## src/rtl/prpd_pkg.sv

```systemverilog
// Package for the pulse-rate peak detector: shared types, codes and constants.
// Used by prpd_ctrl, prpd_datapath and pulse_rate_peak_detector.
`default_nettype none
package prpd_pkg;
  localparam int AVG_DEPTH_DEF = 8;
  localparam logic [16:0] BPM_NUM = 17'd60000;
  localparam logic [19:0] TOTAL_MAX = 20'hFFFFF;
  localparam logic [11:0] SAMPLE_MAX = 12'd4095;

  localparam logic [2:0] REG_START_THR = 3'd0;
  localparam logic [2:0] REG_HYST = 3'd1;
  localparam logic [2:0] REG_COOLDOWN = 3'd2;
  localparam logic [2:0] REG_MIN_BEATS = 3'd3;
  localparam logic [2:0] REG_ADAPT = 3'd4;
  localparam logic [2:0] REG_MIN_BPM = 3'd5;
  localparam logic [2:0] REG_MAX_BPM = 3'd6;

  localparam logic [1:0] ST_SAMPLING = 2'd0;
  localparam logic [1:0] ST_READING = 2'd1;
  localparam logic [1:0] ST_NO_PULSE = 2'd2;
  localparam logic [1:0] ST_RANGE = 2'd3;

  typedef enum logic [3:0] {
    S_IDLE, S_DIV1, S_DIV1_CHK, S_DIV2, S_DIV2_CHK, S_SUM, S_AVG, S_OUT
  } state_t;

  typedef struct packed {
    logic sample;     // run the per-sample update
    logic div1_start; // total / count
    logic div2_start; // 60000 / avg
    logic div_step;
    logic push;       // write bpm into filter, start sum walk
    logic sum_step;
    logic avg_start;  // sum / fill
    logic finish;     // load result register; close window unless a sample is taken
    logic [1:0] status;
  } cmd_t;

  typedef struct packed {
    logic last;
    logic div_done;
    logic avg_zero;
    logic bpm_bad;
    logic sum_done;
  } sts_t;
endpackage
`default_nettype wire

```

## src/rtl/pulse_rate_peak_detector.sv

```systemverilog
// Pulse-rate peak detector: a sample that does not end a window has its result
// registered in the cycle after its transfer, and the next sample is taken no
// earlier than the cycle after that result is transferred. The last sample of
// a window runs the shared 20-step radix-2 divider: for a new reading its
// result follows two divisions, the walk over the filled averaging store and
// the averaging division; an out-of-range bpm ends after the second division
// and a window with no reliable pulse after the first. A new sample is taken
// once the previous result has been transferred.
`default_nettype none
module pulse_rate_peak_detector #(
  parameter int AVG_DEPTH = prpd_pkg::AVG_DEPTH_DEF
) (
  input  wire logic        clk,
  input  wire logic        rst_n,
  input  wire logic        in_tvalid,
  output logic             in_tready,
  input  wire logic [31:0] in_tdata,  // sample_value[11:0], time_ms[27:12], zeros
  input  wire logic        in_tlast,  // window_end
  output logic             out_tvalid,
  input  wire logic        out_tready,
  output logic [23:0]      out_tdata, // status[1:0], reading_bpm[9:2], threshold_now[21:10]
  output logic             out_tuser, // beat_seen
  input  wire logic        cfg_we,
  input  wire logic [2:0]  cfg_addr,
  input  wire logic [15:0] cfg_wdata
);
  prpd_pkg::cmd_t cmd;
  prpd_pkg::sts_t sts;
  logic in_fire, busy;
  logic [1:0] st;
  logic [7:0] bpm;
  logic [11:0] thr;

  assign in_fire = in_tvalid && in_tready;
  assign out_tvalid = busy;

  prpd_ctrl u_ctrl (
    .clk, .rst_n, .in_fire, .out_busy(busy), .sts, .in_ready(in_tready), .cmd
  );

  prpd_datapath #(.AVG_DEPTH(AVG_DEPTH)) u_dp (
    .clk, .rst_n,
    .sample_value(in_tdata[11:0]), .time_ms(in_tdata[27:12]), .window_end(in_tlast),
    .cfg_we, .cfg_addr, .cfg_wdata, .cmd,
    .out_take(out_tvalid && out_tready), .sts, .out_busy(busy),
    .res_status(st), .res_bpm(bpm), .res_beat(out_tuser), .res_thr(thr)
  );

  assign out_tdata = {2'b00, thr, bpm, st};
endmodule
`default_nettype wire

```

## src/rtl/prpd_ctrl.sv

```systemverilog
// Controller for the pulse-rate peak detector: sequences the window-end work.
// Depends on prpd_pkg.
`default_nettype none
module prpd_ctrl (
  input  wire logic            clk,
  input  wire logic            rst_n,
  input  wire logic            in_fire,
  input  wire logic            out_busy,
  input  wire prpd_pkg::sts_t  sts,
  output logic                 in_ready,
  output prpd_pkg::cmd_t       cmd
);
  prpd_pkg::state_t state_r, state_nxt;

  always_ff @(posedge clk) begin
    if (!rst_n) state_r <= prpd_pkg::S_IDLE;
    else state_r <= state_nxt;
  end

  always_comb begin
    state_nxt = state_r;
    cmd = '0;
    in_ready = 1'b0;
    case (state_r)
      prpd_pkg::S_IDLE: begin
        in_ready = rst_n && !out_busy;
        if (in_fire) begin
          cmd.sample = 1'b1;
          if (sts.last) state_nxt = prpd_pkg::S_DIV1;
          else begin
            cmd.finish = 1'b1;
            cmd.status = prpd_pkg::ST_SAMPLING;
          end
        end
      end
      prpd_pkg::S_DIV1: begin
        // adapt the threshold and load total / count
        cmd.div1_start = 1'b1;
        state_nxt = prpd_pkg::S_DIV1_CHK;
      end
      prpd_pkg::S_DIV1_CHK: begin
        cmd.div_step = 1'b1;
        if (sts.div_done) state_nxt = prpd_pkg::S_DIV2;
      end
      prpd_pkg::S_DIV2: begin
        if (sts.avg_zero) begin
          cmd.finish = 1'b1;
          cmd.status = prpd_pkg::ST_NO_PULSE;
          state_nxt = prpd_pkg::S_IDLE;
        end else begin
          cmd.div2_start = 1'b1;
          state_nxt = prpd_pkg::S_DIV2_CHK;
        end
      end
      prpd_pkg::S_DIV2_CHK: begin
        cmd.div_step = 1'b1;
        if (sts.div_done) state_nxt = prpd_pkg::S_SUM;
      end
      prpd_pkg::S_SUM: begin
        if (sts.bpm_bad) begin
          cmd.finish = 1'b1;
          cmd.status = prpd_pkg::ST_RANGE;
          state_nxt = prpd_pkg::S_IDLE;
        end else begin
          cmd.push = 1'b1;
          state_nxt = prpd_pkg::S_AVG;
        end
      end
      prpd_pkg::S_AVG: begin
        cmd.sum_step = 1'b1;
        if (sts.sum_done) begin
          cmd.avg_start = 1'b1;
          state_nxt = prpd_pkg::S_OUT;
        end
      end
      prpd_pkg::S_OUT: begin
        cmd.div_step = 1'b1;
        if (sts.div_done) begin
          cmd.finish = 1'b1;
          cmd.status = prpd_pkg::ST_READING;
          state_nxt = prpd_pkg::S_IDLE;
        end
      end
      default: state_nxt = prpd_pkg::S_IDLE;
    endcase
  end

  a_ready_idle: assert property (@(posedge clk) disable iff (!rst_n)
    in_ready |-> state_r == prpd_pkg::S_IDLE)
    else $error("ready outside idle");
  a_finish_idle: assert property (@(posedge clk) disable iff (!rst_n)
    cmd.finish |=> state_r == prpd_pkg::S_IDLE)
    else $error("finish without return to idle");
  a_push_ok: assert property (@(posedge clk) disable iff (!rst_n)
    cmd.push |-> !sts.bpm_bad)
    else $error("push of rejected bpm");
endmodule
`default_nettype wire

```

## src/rtl/prpd_datapath.sv

```systemverilog
// Datapath for the pulse-rate peak detector: window state, shared radix-2
// divider, averaging filter store and result register. Depends on prpd_pkg.
`default_nettype none
module prpd_datapath #(
  parameter int AVG_DEPTH = prpd_pkg::AVG_DEPTH_DEF
) (
  input  wire logic            clk,
  input  wire logic            rst_n,
  input  wire logic [11:0]     sample_value,
  input  wire logic [15:0]     time_ms,
  input  wire logic            window_end,
  input  wire logic            cfg_we,
  input  wire logic [2:0]      cfg_addr,
  input  wire logic [15:0]     cfg_wdata,
  input  wire prpd_pkg::cmd_t  cmd,
  input  wire logic            out_take,
  output prpd_pkg::sts_t       sts,
  output logic                 out_busy,
  output logic [1:0]           res_status,
  output logic [7:0]           res_bpm,
  output logic                 res_beat,
  output logic [11:0]          res_thr
);
  localparam int PW = (AVG_DEPTH > 1) ? $clog2(AVG_DEPTH) : 1;
  localparam int FW = $clog2(AVG_DEPTH + 1);
  localparam int SW = 8 + FW;

  logic [11:0] hyst_r, adapt_r;
  logic [15:0] cooldown_r;
  logic [7:0]  min_beats_r, min_bpm_r, max_bpm_r;

  logic [11:0] thr_r, wmax_r, wmin_r;
  logic        above_r, have_prev_r;
  logic [15:0] prev_t_r;
  logic [19:0] total_r;
  logic [7:0]  count_r, last_good_r;
  logic        beat_r;

  logic [7:0]    store_r [AVG_DEPTH];
  logic [PW-1:0] ptr_r, rd_r;
  logic [FW-1:0] fill_r;
  logic [SW-1:0] sum_r;
  logic [7:0]    rd_data_r;
  logic          rd_vld_r;
  logic          walk_r;

  // shared restoring divider, 20-bit dividend
  logic [19:0] dq_r, ddiv_r;
  logic [20:0] drem_r;
  logic [4:0]  dcnt_r;
  logic [20:0] rem_sh;
  logic [19:0] avg_r;
  logic [16:0] bpm_r;

  logic [11:0] s_max, s_min, range;
  logic        cross_now, rearm;
  logic [15:0] gap;
  logic [20:0] tot_add;
  logic [13:0] range3;
  logic [29:0] range_prod;
  logic [15:0] range6;

  // configuration; the start threshold loads straight into thr_r
  always_ff @(posedge clk) begin
    if (!rst_n) begin
      hyst_r <= 12'd100; cooldown_r <= 16'd300;
      min_beats_r <= 8'd2; adapt_r <= 12'd100; min_bpm_r <= 8'd30;
      max_bpm_r <= 8'd200;
    end else if (cfg_we) begin
      case (cfg_addr)
        prpd_pkg::REG_START_THR: ;
        prpd_pkg::REG_HYST:      hyst_r <= cfg_wdata[11:0];
        prpd_pkg::REG_COOLDOWN:  cooldown_r <= cfg_wdata;
        prpd_pkg::REG_MIN_BEATS: min_beats_r <= cfg_wdata[7:0];
        prpd_pkg::REG_ADAPT:     adapt_r <= cfg_wdata[11:0];
        prpd_pkg::REG_MIN_BPM:   min_bpm_r <= cfg_wdata[7:0];
        prpd_pkg::REG_MAX_BPM:   max_bpm_r <= cfg_wdata[7:0];
        default: ;
      endcase
    end
  end

  always_comb begin
    s_max = (sample_value > wmax_r) ? sample_value : wmax_r;
    s_min = (sample_value < wmin_r) ? sample_value : wmin_r;
    cross_now = (sample_value > thr_r) && !above_r;
    rearm = (thr_r >= hyst_r) && (sample_value < thr_r - hyst_r);
    gap = time_ms - prev_t_r;
    tot_add = {1'b0, total_r} + {5'd0, gap};
    range = (wmax_r >= wmin_r) ? wmax_r - wmin_r : 12'd0;
    // 6/10 of the range as 3*range/5, the divide by 5 as a reciprocal multiply
    range3 = {2'd0, range} + {1'd0, range, 1'b0};
    range_prod = 30'(range3) * 30'd52429;
    range6 = 16'(range_prod >> 18);
    rem_sh = {drem_r[19:0], dq_r[19]};
  end

  assign sts.last = window_end;
  assign sts.div_done = (dcnt_r == 5'd0);
  assign sts.avg_zero = dq_r == 20'd0 && avg_r == 20'd0 || ddiv_r == 20'd0;
  assign sts.bpm_bad = (bpm_r < {9'd0, min_bpm_r}) || (bpm_r > {9'd0, max_bpm_r});
  assign sts.sum_done = !walk_r && !rd_vld_r;

  always_ff @(posedge clk) begin
    if (!rst_n) begin
      thr_r <= 12'd2248;
      above_r <= 1'b0; have_prev_r <= 1'b0; prev_t_r <= '0;
      total_r <= '0; count_r <= '0; wmax_r <= '0; wmin_r <= prpd_pkg::SAMPLE_MAX;
      ptr_r <= '0; fill_r <= '0; last_good_r <= '0;
      dcnt_r <= '0; walk_r <= 1'b0; rd_vld_r <= 1'b0; out_busy <= 1'b0;
      beat_r <= 1'b0;
    end else begin
      if (cfg_we && cfg_addr == prpd_pkg::REG_START_THR) thr_r <= cfg_wdata[11:0];
      if (out_take) out_busy <= 1'b0;
      if (cmd.sample) begin
        wmax_r <= s_max; wmin_r <= s_min;
        beat_r <= cross_now;
        if (cross_now) begin
          above_r <= 1'b1; have_prev_r <= 1'b1; prev_t_r <= time_ms;
          if (have_prev_r && gap > cooldown_r) begin
            total_r <= tot_add[20] ? prpd_pkg::TOTAL_MAX : tot_add[19:0];
            if (count_r != 8'd255) count_r <= count_r + 8'd1;
          end
        end else if (rearm) above_r <= 1'b0;
        // clear the quotient and average, and preset the divisor to the count
        dq_r <= '0; avg_r <= '0;
        ddiv_r <= 20'(count_r);
      end
      if (cmd.div1_start) begin
        // count settled after the sample update; zero beats give no reading
        if (count_r < min_beats_r || count_r == 8'd0) ddiv_r <= '0;
        else begin
          dq_r <= total_r; ddiv_r <= {12'd0, count_r};
          drem_r <= '0; dcnt_r <= 5'd20;
        end
        if (range > adapt_r) thr_r <= wmin_r + range6[11:0];
      end
      if (cmd.div_step && dcnt_r != 5'd0) begin
        dcnt_r <= dcnt_r - 5'd1;
        if (rem_sh >= {1'b0, ddiv_r}) begin
          drem_r <= rem_sh - {1'b0, ddiv_r};
          dq_r <= {dq_r[18:0], 1'b1};
        end else begin
          drem_r <= rem_sh;
          dq_r <= {dq_r[18:0], 1'b0};
        end
      end
      if (cmd.div2_start) begin
        avg_r <= dq_r;
        ddiv_r <= dq_r;
        dq_r <= {3'd0, prpd_pkg::BPM_NUM}; drem_r <= '0; dcnt_r <= 5'd20;
      end
      if (cmd.div_step && dcnt_r == 5'd0 && !walk_r && !cmd.avg_start) bpm_r <= dq_r[16:0];
      if (cmd.push) begin
        store_r[ptr_r] <= bpm_r[7:0];
        ptr_r <= (ptr_r == PW'(AVG_DEPTH - 1)) ? '0 : ptr_r + PW'(1);
        if (fill_r != FW'(AVG_DEPTH)) fill_r <= fill_r + FW'(1);
        walk_r <= 1'b1; rd_r <= '0; sum_r <= '0;
      end
      if (walk_r) begin
        rd_data_r <= store_r[rd_r];
        rd_vld_r <= 1'b1;
        if (32'(rd_r) + 1 >= 32'(fill_r)) walk_r <= 1'b0;
        else rd_r <= rd_r + PW'(1);
      end else rd_vld_r <= 1'b0;
      if (rd_vld_r) sum_r <= sum_r + SW'(rd_data_r);
      if (cmd.avg_start) begin
        dq_r <= 20'(sum_r); ddiv_r <= 20'(fill_r); drem_r <= '0; dcnt_r <= 5'd20;
      end
      if (cmd.finish) begin
        out_busy <= 1'b1;
        res_status <= cmd.status;
        res_beat <= cmd.sample ? cross_now : beat_r;
        res_thr <= (cmd.sample && cfg_we && cfg_addr == prpd_pkg::REG_START_THR)
                   ? cfg_wdata[11:0] : thr_r;
        if (cmd.status == prpd_pkg::ST_READING) begin
          last_good_r <= dq_r[7:0];
          res_bpm <= dq_r[7:0];
        end else res_bpm <= last_good_r;
        if (!cmd.sample) begin
          above_r <= 1'b0; have_prev_r <= 1'b0; prev_t_r <= '0;
          total_r <= '0; count_r <= '0; wmax_r <= '0;
          wmin_r <= prpd_pkg::SAMPLE_MAX;
        end
      end
    end
  end

  a_fill_bound: assert property (@(posedge clk) disable iff (!rst_n)
    32'(fill_r) <= AVG_DEPTH)
    else $error("filter fill overflow");
  a_walk_fill: assert property (@(posedge clk) disable iff (!rst_n)
    walk_r |-> fill_r != '0)
    else $error("sum walk over empty store");
endmodule
`default_nettype wire

```

## config.mk

```make
export PLATFORM = sky130hd
export DESIGN_NAME = pulse_rate_peak_detector
export DESIGN_NICKNAME = d
export VERILOG_FILES = /design/src/rtl/prpd_pkg.sv /design/src/rtl/pulse_rate_peak_detector.sv /design/src/rtl/prpd_ctrl.sv /design/src/rtl/prpd_datapath.sv
export SDC_FILE = /design/constraint.sdc
export NUM_CORES = 1
export LEC_CHECK = 0
export BUFFER_PORTS_ARGS = -buffer_cell sky130_fd_sc_hd__buf_2
export CORE_AREA = 4 4 255 257
export DETAILED_ROUTE_END_ITERATION = 12
export DIE_AREA = 0 0 259 261
export PLACE_DENSITY_LB_ADDON = 0.05
export SLEW_MARGIN = 20
export SYNTH_ARGS = -nofsm -noshare
export SYNTH_HDL_FRONTEND = slang
export SYNTH_SLANG_ARGS = --single-unit
```

## constraint.sdc

```tcl
create_clock -name clk -period 14.4 [get_ports clk]
set_input_delay 0.72 -clock clk [delete_from_list [all_inputs] [get_ports clk]]
set_output_delay 0.72 -clock clk [all_outputs]
set_load 0.05 [all_outputs]
```

Yosys cells after proc, flatten, opt, wreduce, memory -nomap -nowiden --
Memories as Yosys holds them, arrays and structs flattened. A register that Yosys moved wholly into a read port is not among the register bits. Index checks and enable logic that the tools add are counted. Widths: inputs -> output; s select.
Storage, ports and cells: register bits 309, bits of input ports 57, memories 1, word-level logic and storage cells 254, output and inout port bits 27, bits in writable memories 64
Memories:
- u_dp.store_r | words 8, width 8, read ports 1, clocked after memory_dff 1, write ports 1, RTL line prpd_datapath.sv:39 | logic [7:0] store_r [AVG_DEPTH];
Operators by class: multiply operators 1, order comparisons 13, eq/ne operators 25, $add $sub $neg 14, bitwise gates (word level) 1, reductions and logical operators 57, muxes and demuxes 104
Operator list (number):
- $mux 20 | 19
- $mux 12 | 16
- $mux 16 | 5
- $mux 8 | 8
- $logic_not 20->1 | 3
- $gt 12x12->1 | 3
- $mux 3 | 11
- $ge 32x4->1 | 1
- $pmux 4 s8 | 1
- $mux 1 | 31
- $mul 14x16->30 const B | 1
- $reduce_and 2->1 | 15
- $mux 4 | 7
- $mux 5 | 5
- $ge 12x12->1 | 2
- $lt 12x12->1 | 2
- $sub 12x12->12 | 2
- $add 20x16->21 | 1
- $ge 21x20->1 | 1
- $sub 20x20->20 | 1
- $gt 17x8->1 | 1
- $lt 17x8->1 | 1
- $eq 4x3->1 const B | 4
- $gt 16x16->1 | 1
- 36 further kinds | 73

Depth between registers and ports, before layout --
depth in word-level cells 12, depth in mapped cells 51, depth with buffers taken out 50

By module --
From an unflattened synthesis, not the netlist that was laid out.
Unflattened totals: cells, all modules 2668, area, all modules 26147.6 µm²
By module, submodules not included:
- prpd_datapath | sequential area each 9619.2 µm², area an instance 25788.5 µm², cells an instance 2618, times used 1
- prpd_ctrl | sequential area each 60.1 µm², area an instance 327.8 µm², cells an instance 45, times used 1
- pulse_rate_peak_detector | sequential area each 0.0 µm², area an instance 31.3 µm², cells an instance 5, times used 1

Least setup slack after synthesis --
OpenSTA, ideal clock, no wires.
path type register to register, start point register u_dp.wmax_r[0], end point register u_dp.thr_r[11], setup slack 3474 ps, arrival 10846 ps, cell stages (with the launch flop) 48, period minus slack after synthesis 10926 ps, path through dfxtp_1 -> inv_1 -> ha_1 -> fa_1 -> and2b_4 -> o22ai_2 -> a311o_1 -> o21a_1 -> buf_6 -> nor3_1 -> ha_1 -> a21o_1 -> a21oi_1 -> nor2_1 -> a221o_1 -> a21o_1 -> a32o_1 -> mux2i_1 -> (+12 left out) -> nand4_1 -> nor2_1 -> a221oi_1 -> o21ai_0 -> o21ai_0 -> o21bai_1 -> a21o_1 -> xor2_1 -> ha_1 -> a21oi_1 -> o21bai_1 -> a211oi_1 -> o311ai_0 -> a21o_1 -> a21oi_1 -> xnor2_1 -> or3_1 -> a41oi_1
Between the ends: cells in the longest elaborated chain, start to end 7, elaborated cells on any way between the ends 9, those cells by class add/sub: 3; mul: 1; order compare: 2; mux: 3
Ends and longest elaborated chain:
- start, declared | RTL line prpd_datapath.sv:32 | logic [11:0] thr_r, wmax_r, wmin_r;
- start signal, assigned | RTL line prpd_datapath.sv:116 | wmax_r <= s_max; wmin_r <= s_min;
- $sub 12x12->12 / $ge 12x12->1 (equally long branches) | RTL line prpd_datapath.sv:90 | range = (wmax_r >= wmin_r) ? wmax_r - wmin_r : 12'd0;
- $mux 12 (*) | RTL line prpd_datapath.sv:90
- $add 12x13->14 | RTL line prpd_datapath.sv:92 | range3 = {2'd0, range} + {1'd0, range, 1'b0};
- $mul 14x16->30 | RTL line prpd_datapath.sv:93 | range_prod = 30'(range3) * 30'd52429;
- $add 12x12->12 | RTL line prpd_datapath.sv:136 | if (range > adapt_r) thr_r <= wmin_r + range6[11:0];
- $mux 12 (*) | RTL line prpd_datapath.sv:136
- $mux 12 (*) | RTL line prpd_datapath.sv:129 | if (cmd.div1_start) begin
- end signal, assigned | RTL line prpd_datapath.sv:113 | if (cfg_we && cfg_addr == prpd_pkg::REG_START_THR) thr_r <= cfg_wdata[11:0];
- end signal, assigned | RTL line prpd_datapath.sv:136
- end, declared | RTL line prpd_datapath.sv:32
Every way passes the cells marked *; elsewhere a longest branch is shown, timed or not. A chain may end at the register's enable or synchronous reset.

Final worst setup path --
Ends and elaborated chain as after synthesis.

==> results by group <==
Floorplanning
  • Boundary Pins: 84
  • Die X-Extent: 259 µm
  • Starting utilization of the core area: 40.8%
  • Height of the die: 261 µm
  • Placeable Area: 62700 µm²
  • Die outline area: 67600 µm²
  • Number of core rows: 92

Setup path
  • Crit path max-delay cell type: sky130_fd_sc_hd__nor3_1
  • Maximum net fanout on the critical path: 9
  • Crit path capture type: flip-flop
  • Type of origin of the critical path: flip-flop
  • Worst EP required: 14890 ps
  • CP Class: reg2reg
  • Critical path's largest stage delay: 590 ps
  • Most prevalent standard cell on the critical path: sky130_fd_sc_hd__fa_1
  • Arrival time of the worst setup path: 12890 ps

Clock tree
  • Hold-fix buffer count after cts: 0
  • Num CTS Buffers: 45
  • Clock input transition at the sequential cells of the worst setup and hold paths: 60 ps
  • Worst-case clock buffer depth: 3
  • Post-CTS Setup Repair Bufs: 0
  • Clock latency at the later pin of the worst-skew pair: 590 ps
  • Cell at the root of the clock tree: sky130_fd_sc_hd__clkbuf_16
  • Post-CTS resize count: 0
  • Clock sink total: 380
  • CTS tree: done
  • H-Tree Depth: 2

STA
  • Final Skew: 32.9 ps
  • Sum of negative setup slack: 0 ps
  • Final Hold Viols: 0
  • Pins over their slew limit: 0
  • Period utilisation layout: 86.1%
  • Highest achievable clock rate: 0.0807 GHz
  • Clock period minus worst slack: 12400 ps
  • Actual transition at the worst max-transition pin: 1120 ps
  • Slew Limit Headroom: 25.1%
  • Unrepaired setup endpoints after global routing: no
  • Number of endpoints failing setup at the final stage: 0

Synth
  • Post-synthesis instance total: 2647
  • Warning count from the yosys run: 0
  • Synth Area in XOR/XNOR: 3.73%
  • Area share of the leading cell type in the synthesized netlist: 24.3%
  • Adder-Cell Fraction of Synth Area: 20.0%
  • Sequential-to-total area share from yosys stat: 37.8%
  • Post-synthesis simple-gate area fraction: 14.2%
  • Number of different library cells in the post-synthesis netlist: 87
  • Dominant register cell in the synthesized netlist: sky130_fd_sc_hd__edfxtp_1
  • Combinational family with the most area after synthesis: adder cells
  • Share of synthesized registers carrying an async set or reset: 0%
  • Compound-cell area share of the yosys netlist: 14.3%
  • Multiplexer area fraction after synthesis: 4.17%
  • Library cell occupying the most area in the post-synthesis netlist: sky130_fd_sc_hd__edfxtp_1
  • Number of enable flip-flop cells after synthesis: 207
  • Post-synthesis average cell area: 9.68 µm²
  • Total standard cell area after synthesis: 25600 µm²
  • Number of synthesized register bits: 380
  • Top post-synthesis cells by area: sky130_fd_sc_hd__edfxtp_1 24%, sky130_fd_sc_hd__ha_1 15%, sky130_fd_sc_hd__dfxtp_1 14%

Routing
  • Count of TritonRoute iterations in the first routing pass: 5
  • Total routed wirelength: 69700 µm
  • DRC violations left: 0
  • Average vias per placed instance: 5.32
  • Routed wirelength normalized by instance count: 19.4 µm
  • Routed Antenna Nets: 0
  • Routed via count: 19100
  • Initial DRC Count: 1091

Global route
  • Global-route wire length before repair: 109000 µm
  • Vias in the first global route: 19300
  • Antenna violations before repair: 3
  • Global-route congestion overflow total: 0
  • Global-route total usage across every layer: 20.6%
  • Maximum number of pins on one net before global-route repair: 74

Cells and area
  • Ant. Diodes: 0
  • Area Overhead vs Synth: 11.0%
  • Layout cells sized above 1: 9.68%
  • Fin util: 45.3%
  • Nets: 3134

Pwr
  • Leakage dissipation: 0.0124 µW
  • Maximum vdd drop: 0.0818 mV
  • Overall Power: 2730 µW
  • PD cells: 96.0 nW/µm²

Place
  • Routability congestion estimate: 0.856
  • Number of port buffers: 77
  • HPWL after detailed placement: 53000 µm

Status
  • Run status: complete, no violations

Min path
  • Hold crit path type: in2reg

Flow run
  • Number of maximum-capacitance violations: 0
layer usage:
layer  global-route usage, %  part of all wire, %  vias up
met3                    2.79                  3.4       96
met2                    36.7                   49      300
li1                        -                    -     9505
met1                    26.4                   44     9169
met4                    5.56                  2.7        4
met5                       0                0.040        -
layout make-up:
type	instances	area (µm²)
flip-flops and latches	380	9680
multi-input cells	1885	14600
inverters	291	1090
repair buffers	101	566
clock inverters	18	178
fillers	6006	34300
clock buffers	64	1290
well taps	846	1060
stage by stage:
step                setup slack [ps]  hold WS (ps)  instance area [µm²]  cells
finish                          2000           411                28400   3585
floorplan                       3470           433                25600   2648
detailed placement              1920           446                26900   3503
global placement                2080           443                26900   3503
CTS                             1870           376                28400   3585
global route                    1080           413                28400   3585
flip-flops by register name (all words and copies together) (netlist names), 16 cells and up:
name,count
u_dp.prev_t_r,16
u_dp.dq_r,20
u_dp.avg_r,20
u_dp.ddiv_r,20
u_dp.bpm_r,17
u_dp.store_r,64
u_dp.drem_r,20
u_dp.cooldown_r,16
u_dp.total_r,20
Yosys cell counts (13+ instances only):
master                     instances
sky130_fd_sc_hd__a211oi_1         33
sky130_fd_sc_hd__a21o_1           64
sky130_fd_sc_hd__a21oi_1         187
sky130_fd_sc_hd__a31oi_1          26
sky130_fd_sc_hd__and2_1           56
sky130_fd_sc_hd__and3_1           18
sky130_fd_sc_hd__buf_2            15
sky130_fd_sc_hd__clkbuf_1         69
sky130_fd_sc_hd__dfxtp_1         173
sky130_fd_sc_hd__edfxtp_1        207
sky130_fd_sc_hd__fa_1             61
sky130_fd_sc_hd__ha_1            312
sky130_fd_sc_hd__inv_1           288
sky130_fd_sc_hd__mux2_2           29
sky130_fd_sc_hd__mux2i_1          38
sky130_fd_sc_hd__mux4_2           16
sky130_fd_sc_hd__nand2_1         260
sky130_fd_sc_hd__nand2b_1         22
sky130_fd_sc_hd__nand3_1          46
sky130_fd_sc_hd__nand4_1          24
sky130_fd_sc_hd__nor2_1          175
sky130_fd_sc_hd__nor2b_1          27
sky130_fd_sc_hd__nor3_1           52
sky130_fd_sc_hd__nor4_1           29
sky130_fd_sc_hd__o211ai_1         38
sky130_fd_sc_hd__o21a_1           24
sky130_fd_sc_hd__o21ai_0          67
sky130_fd_sc_hd__o21bai_1         13
sky130_fd_sc_hd__or3_1            13
sky130_fd_sc_hd__xnor2_1          71
sky130_fd_sc_hd__xor2_1           33
cell usage in the layout (no fill, tap or decap), types with 67 or more instances in the layout:
master / Yosys / layout
sky130_fd_sc_hd__o21ai_0: 67 / 67
sky130_fd_sc_hd__nand2_1: 260 / 259
sky130_fd_sc_hd__ha_1: 312 / 312
sky130_fd_sc_hd__xnor2_1: 71 / 71
sky130_fd_sc_hd__dfxtp_1: 173 / 173
sky130_fd_sc_hd__nor2_1: 175 / 173
sky130_fd_sc_hd__edfxtp_1: 207 / 207
sky130_fd_sc_hd__buf_2: 15 / 77
sky130_fd_sc_hd__a21oi_1: 187 / 185
sky130_fd_sc_hd__inv_1: 288 / 287
kinds of logic after synthesis:
| family | count (synthesis) |
|---|---|
| AND/OR/NAND/NOR | 764 |
| AO/OA/AOI/OAI | 557 |
| buffers and inverters | 383 |
| flip-flops | 380 |
| adder cells (fa/ha/maj) | 373 |
| XOR/XNOR | 106 |
| multiplexers | 83 |
| other | 1 |
power by group:
group	internal, µW	total [µW]	leakage [µW]	switching (µW)
registers	1170	1200	0.00332	32.2
logic	156	395	0.00835	239
clock network	661	1130	0.000719	469
worst max-delay path: cells and delay by family (launching register included):
kind / cells / cell delay (ps)
XOR/XNOR: 2 / 450
AND/OR/NAND/NOR: 7 / 1640
AO/OA/AOI/OAI: 20 / 4810
multiplexers: 1 / 200
adder cells (fa/ha/maj): 11 / 4520
buffers and inverters: 5 / 300
flip-flops: 1 / 360
path summary, 6_finish.rpt:
kind / startpoint / cells after the start / to / slack, ps
worst max-delay path: u_dp.wmax_r[0] / 46 / u_dp.thr_r[11] / 2000
worst min-delay path: in_tdata[24] / 3 / u_dp.prev_t_r[12] / 410
worst max register to register: u_dp.wmax_r[0] / 46 / u_dp.thr_r[11] / 2000
worst min register to register: u_dp.cooldown_r[14] / 2 / u_dp.cooldown_r[14] / 460
(Power assumes the default switching activity.)
